## config.mk

```make
export PLATFORM = sky130hd
export DESIGN_NAME = msfl_rsp_queue
export DESIGN_NICKNAME = d
export VERILOG_FILES = /design/src/design/msfl_pkg.sv /design/src/design/msfl_rsp_queue.sv
export SDC_FILE = /design/constraint.sdc
export NUM_CORES = 1
export LEC_CHECK = 0
export BUFFER_PORTS_ARGS = -buffer_cell sky130_fd_sc_hd__buf_2
export CAP_MARGIN = 30
export CORE_UTILIZATION = 40
export CTS_CLUSTER_DIAMETER = 80
export DETAILED_ROUTE_END_ITERATION = 7
export GPL_TIMING_DRIVEN = 0
export SYNTH_ARGS = -nofsm -noshare
export SYNTH_HDL_FRONTEND = slang
export SYNTH_SLANG_ARGS = --single-unit
```

## constraint.sdc

```tcl
create_clock -name clock -period 2.45 [get_ports clock]
set_input_delay 0 -clock clock [delete_from_list [all_inputs] [get_ports clock]]
set_output_delay 0 -clock clock [all_outputs]
set_load 0.02 [all_outputs]
```

## src/design/msfl_pkg.sv

```systemverilog
// ----------------------------------------------------------------------------
// msfl_pkg
// Shared types, constants and codes for the motion sensor and fault latch.
// ----------------------------------------------------------------------------
package msfl_pkg;

   // fraction bits of the position inputs
   localparam int FRAC_BITS = 8;
   localparam int POS_W     = 32;
   localparam int CUR_W     = 16;
   localparam int CNT_W     = 24;
   localparam int SCALE_Q   = 16;
   localparam int CSR_W     = 32;
   localparam int FLAGS_W   = 13;
   localparam int HALF_W    = 31;
   localparam int CLIM_W    = 15;

   localparam longint CNT_MAX = (longint'(1) <<< (CNT_W - 1)) - 1;
   localparam longint CNT_MIN = -(longint'(1) <<< (CNT_W - 1));

   // sensor_flags bit positions
   localparam int FLAG_POS_EN     = 0;
   localparam int FLAG_NEG_EN     = 1;
   localparam int FLAG_HOME_EN    = 2;
   localparam int FLAG_INDEX_EN   = 3;
   localparam int FLAG_POS_NC     = 4;
   localparam int FLAG_NEG_NC     = 5;
   localparam int FLAG_HOME_NC    = 6;
   localparam int FLAG_INJECT     = 7;
   localparam int FLAG_POS_DISC   = 8;
   localparam int FLAG_NEG_DISC   = 9;
   localparam int FLAG_HOME_DISC  = 10;
   localparam int FLAG_INDEX_DISC = 11;
   localparam int FLAG_ENC_FAULT  = 12;

   typedef enum logic [2:0] {
      CSR_SENSOR_FLAGS,
      CSR_POS_LIMIT,
      CSR_NEG_LIMIT,
      CSR_HOME_POSITION,
      CSR_HOME_HALF_WIDTH,
      CSR_INDEX_POSITION,
      CSR_OUTPUT_SCALE,
      CSR_CURRENT_LIMIT
   } csr_index_type;

   typedef enum logic [2:0] {
      FAULT_NONE,
      FAULT_OVERCURRENT,
      FAULT_WINDING_HOT,
      FAULT_GEARBOX_HOT,
      FAULT_ENCODER
   } fault_code_type;

   typedef struct packed {
      logic [FLAGS_W-1:0]      sensor_flags;
      logic signed [POS_W-1:0] pos_limit_position;
      logic signed [POS_W-1:0] neg_limit_position;
      logic signed [POS_W-1:0] home_position;
      logic [HALF_W-1:0]       home_half_width;
      logic signed [POS_W-1:0] index_position;
      logic [POS_W-1:0]        output_scale;
      logic [CLIM_W-1:0]       current_limit;
   } cfg_type;

   typedef struct packed {
      logic signed [POS_W-1:0] motor_position;
      logic signed [POS_W-1:0] load_position;
      logic signed [CUR_W-1:0] motor_current;
      logic                    winding_hot;
      logic                    gearbox_hot;
   } item_type;

   typedef struct packed {
      logic                    pos_limit;
      logic                    neg_limit;
      logic                    home;
      logic signed [POS_W-1:0] prev_motor;
      logic                    fault_latched;
      fault_code_type          latched_code;
   } state_type;

   typedef struct packed {
      logic                    pos_limit_active;
      logic                    neg_limit_active;
      logic                    home_active;
      logic                    index_pulse;
      logic                    limit_changed;
      logic                    home_changed;
      logic signed [CNT_W-1:0] encoder_count;
      logic signed [CNT_W-1:0] output_count;
      logic                    fault_active;
      fault_code_type          fault_code;
      logic                    fault_new;
   } result_type;

endpackage

```

## src/design/msfl_rsp_queue.sv

```systemverilog
// ----------------------------------------------------------------------------
// msfl_rsp_queue
// Two-word result queue; full is registered so ready does not see rsp_ready.
// ----------------------------------------------------------------------------
module msfl_rsp_queue (
   input  logic                 clock,
   input  logic                 reset,
   input  logic                 push,
   input  msfl_pkg::result_type push_word,
   output logic                 full,
   output logic                 out_valid,
   input  logic                 out_ready,
   output msfl_pkg::result_type out_word
);
   import msfl_pkg::*;

   result_type  slot_ff [2];
   logic        wr_ptr_ff, rd_ptr_ff;
   logic        wr_ptr_in, rd_ptr_in;
   logic [1:0]  count_ff, count_in;
   logic        pop;

   assign pop       = out_ready && (count_ff != 2'd0);
   assign full      = count_ff == 2'd2;
   assign out_valid = count_ff != 2'd0;
   assign out_word  = slot_ff[rd_ptr_ff];

   always_comb begin
      wr_ptr_in = wr_ptr_ff ^ push;
      rd_ptr_in = rd_ptr_ff ^ pop;
      count_in  = count_ff + 2'(push) - 2'(pop);
   end

   always_ff @(posedge clock) begin
      if (reset) begin
         wr_ptr_ff <= 1'b0;
         rd_ptr_ff <= 1'b0;
         count_ff  <= 2'd0;
      end else begin
         wr_ptr_ff <= wr_ptr_in;
         rd_ptr_ff <= rd_ptr_in;
         count_ff  <= count_in;
      end
   end

   always_ff @(posedge clock) begin
      if (push) begin
         slot_ff[wr_ptr_ff] <= push_word;
      end
   end

endmodule
```

# Word level (Yosys, flattened, before mapping)
# Memories as Yosys holds them, arrays and structs flattened. A register that Yosys moved wholly into a read port is not among the register bits.
# Cells that the tools add are included.
# Widths: inputs -> output; s select.
[totals] mem_bits_rw=118 rom_bits=0 memories=1 latch_bits=0 word_cells=14 ff_bits=4 out_inout_bits=61
[op_classes] n_shift=0 bitwise_logic=2 n_lt_le_gt_ge=0 div_mod_pow=0 add_sub_neg=2 muxes=3 n_reduce_logical=2 n_mul=0 eq_ne=1
[mem_list] name="slot_ff" depth=2 word_bits=59 read_ports=1 rd_ports_with_merged_regs=1 write_ports=1 line="msfl_rsp_queue.sv:17" text="result_type slot_ff [2];"
[ops] operator="$mux 1" count=3
[ops] operator="$add 2x1->2" count=1
[ops] operator="$eq 2x2->1 const B" count=1
[ops] operator="$reduce_bool 2->1" count=1
[ops] operator="$sub 2x1->2" count=1
[ops] operator="$xor 1x1->1" count=2
[ops] operator="$logic_and 1x1->1" count=1

# Depth between registers and ports, before layout
[logic_depth] ltp_word=4 ltp_mapped=6 ltp_nobuf=6

# Least setup slack after synthesis
# No wires, ideal clock.
[synth_timing] path_type="register -> register" startpoint="reg wr_ptr_ff" endpoint="mem slot_ff[0][0] (netlist name) (enable)" arrival_ps=1777 setup_time_ps=423 path_slack_ps=250 path_buffers=0 stages_incl_launch_ff=3 cell_sequence="dfxtp_1 -> inv_1 -> ha_1"
[synth_rtl] element="start, declared" line="msfl_rsp_queue.sv:18" text="logic wr_ptr_ff, rd_ptr_ff;"
[synth_rtl] element="start signal, assigned" line="msfl_rsp_queue.sv:40" text="wr_ptr_ff <= wr_ptr_in;"
[synth_rtl] element="end, declared" line="msfl_rsp_queue.sv:17"
# No word-level cell before the write port.

==> impl_metrics.env <==
export IMPL_synthDistinctLibCells=12
export IMPL_cts_tree="built"
export IMPL_instances_no_fill=563
export IMPL_grt_max_degree=60
export IMPL_dr_pass1_iters=4
export IMPL_worstSkewPairLatency_ns=0.51
export IMPL_hold_violations=0
export IMPL_final_cell_mix="123 x buf_2, 118 x edfxtp_1, 63 x dlygate4sd3_1, 55 x mux2_2, 16 x clkbuf_16"
export IMPL_clk_path_buf_depth=2
export IMPL_cts_reportedPaths_clkPinSlew_ns=0.06
export IMPL_syn_nets=272
export IMPL_grtUsageTotal_pct=14.9
export IMPL_layout_setup_ws_ns=0.789
export IMPL_antenna_left=0
export IMPL_drive_above_1_share_pct=51.1
export IMPL_grt_pass1_vias=2717
export IMPL_core_area_um2=10900
export IMPL_place_gp_congestion=0.678
export IMPL_min_period_ns=1.66
export IMPL_fin_crit_sh_pct=67.8
export IMPL_numCtsBuffers=17
export IMPL_vias=2549
export IMPL_die_w_um=108
export IMPL_h_tree_depth=4
export IMPL_drt_iter0_drc=119
export IMPL_dp_hpwl_um=4600
export IMPL_slew_violations=0
export IMPL_grt_ovfl_total=0
export IMPL_cts_sinks=122
export IMPL_worst_path_max_fanout=10
export IMPL_status="completed"
export IMPL_final_nets=477
export IMPL_drv_cap=0
export IMPL_worst_pin_slew_ns=0.876
export IMPL_finalCoreUtilization_pct=60.4
export IMPL_setup_viol=0
export IMPL_synth_avg_cell_area_um2=22.0
export IMPL_path_class="reg -> out"
export IMPL_slew_headroom_pct=41.6
export IMPL_drc=0
export IMPL_avgViaCountPerCell=4.53
export IMPL_end_kind="primary output"
export IMPL_clock_fmax_mhz=602
export IMPL_pin_count=124
export IMPL_rsz0062_at_grt="false"
export IMPL_dieArea_um2=11700
export IMPL_worst_ep_arrival_time_ns=1.66
export IMPL_die_h_um=108
export IMPL_p_per_area_nw_per_um2=980
export IMPL_cts_root_buffer="clkbuf_8"
export IMPL_pre_cts_slack_ns=0.880
export IMPL_startpoint_type="flop"
export IMPL_cts_setup_buffers=0
export IMPL_fillerInstances=865
export IMPL_grt_pass1_wl_um=12600
export IMPL_fin_skew_ns=0.00740
export IMPL_wl_per_cell_um=14.5
export IMPL_cts_resized=0
export IMPL_antenna_found_initial=0
export IMPL_synth_area_um2=4510
export IMPL_syn_to_final_growth_pct=45.9
export IMPL_drt_total_wl_um=8170
export IMPL_post_place_cells=468
export IMPL_n_antenna_cell=0
export IMPL_critPathRequiredTime_ns=2.45
export IMPL_initial_core_util_pct=41.4
export IMPL_num_rows=38
export IMPL_ys_warn_count=0
export IMPL_p_leak_nw=2.53
export IMPL_hold_class="in -> reg"
export IMPL_syn_inst=205
export IMPL_ys_seq_elements=122
export IMPL_vdd_ir_drop_max_v=0.000530
export IMPL_io_buffers=123
export IMPL_final_common_cell="buf_2"
export IMPL_synth_yosys_seq_area_share_pct=80.4
[synthesized netlist by cell type, drive strengths merged]
| library cell | instances | area share (%) |
|---|---|---|
| or2 | 1 | 0.14 |
| o21a | 1 | 0.17 |
| nor2 | 3 | 0.25 |
| ha | 4 | 1.1 |
| mux2 | 60 | 15 |
| dfxtp | 4 | 1.8 |
| inv | 3 | 0.25 |
| buf | 7 | 1.7 |
| edfxtp | 118 | 79 |
| nor2b | 3 | 0.42 |
| xnor3 | 1 | 0.50 |
[worst max-delay path, cell delays in order, from the launching register on]
cell and delay (ns):
dfxtp_1 0.32, buf_6 0.15, buf_6 0.17, mux2_2 0.35, buf_2 0.17
[cell families (layout without fill, tap and decap cells)]
kind of cell | after synthesis | after routing | synth area share (%)
multiplexers | 60 | 60 | 15.0
buffers and inverters | 10 | 228 | 2.00
adder cells (fa/ha/maj) | 4 | 4 | 1.11
AND/OR/NAND/NOR | 7 | 7 | 0.805
flip-flops | 122 | 122 | 80.4
XOR/XNOR | 1 | 1 | 0.500
AO/OA/AOI/OAI | 1 | 1 | 0.167
[where the power goes]
group	total (mW)	switching (mW)	leakage [nW]	internal [mW]
clock	2.61	0.864	0.300	1.75
sequential	2.49	0.0370	1.14	2.45
combinational	1.34	0.709	1.09	0.635
[repair_timing]
item,CTS,global route
endpoints found under the setup margin,0,0
hold buffers,63,0
hold endpoints to repair,122,0
[final timing paths]
path	cells after the start	slack, ns	end	from
setup reg to reg	2	0.90	slot_ff[0][11]$_DFFE_PP_	wr_ptr_ff$_SDFF_PP0_
hold reg to reg	2	0.67	count_ff[1]$_SDFF_PP0_	count_ff[1]$_SDFF_PP0_
hold / removal	2	0.21	slot_ff[1][58]$_DFFE_PP_	push_word[58]
setup / recovery	4	0.79	out_word[30]	rd_ptr_ff$_SDFF_PP0_
[metrics by stage]
stage / setup TNS, ns / hold WS, ns / instance area, um^2 / power (mW)
floorplan: 0 / 0.0667 / 4510 / 3.42
global placement: -74.21 / 0.187 / 5300 / 3.80
detailed placement: 0 / 0.191 / 5320 / 3.82
CTS: 0 / 0.183 / 6580 / 6.51
global route: 0 / 0.172 / 6580 / 6.70
finish: 0 / 0.205 / 6580 / 6.45
[metal layers]
layer / vias up / wire, um / track usage (%)
li1: 1221 / - / -
met1: 1219 / 3260 / 15.4
met2: 97 / 4130 / 25.0
met3: 12 / 664 / 7.35
met4: 0 / 116 / 7.14
met5: - / 0 / 0
[final cells by class]
cell class	count	area, um^2	area share (%)
clock buffer	20	425	6.47
inverter	3	11.3	0.171
clock inverter	12	198	3.01
sequential	122	3620	55.1
timing repair buffer	186	1250	19.0
multi-input combinational	73	817	12.4
buffer	7	78.8	1.20
tap	140	175	2.66
[flip-flops by register name, indices dropped and copies added, names as in the netlist]
name       cells
count_ff       2
rd_ptr_ff      1
wr_ptr_ff      1
slot_ff      118
Power figures use the tool's default switching activity.
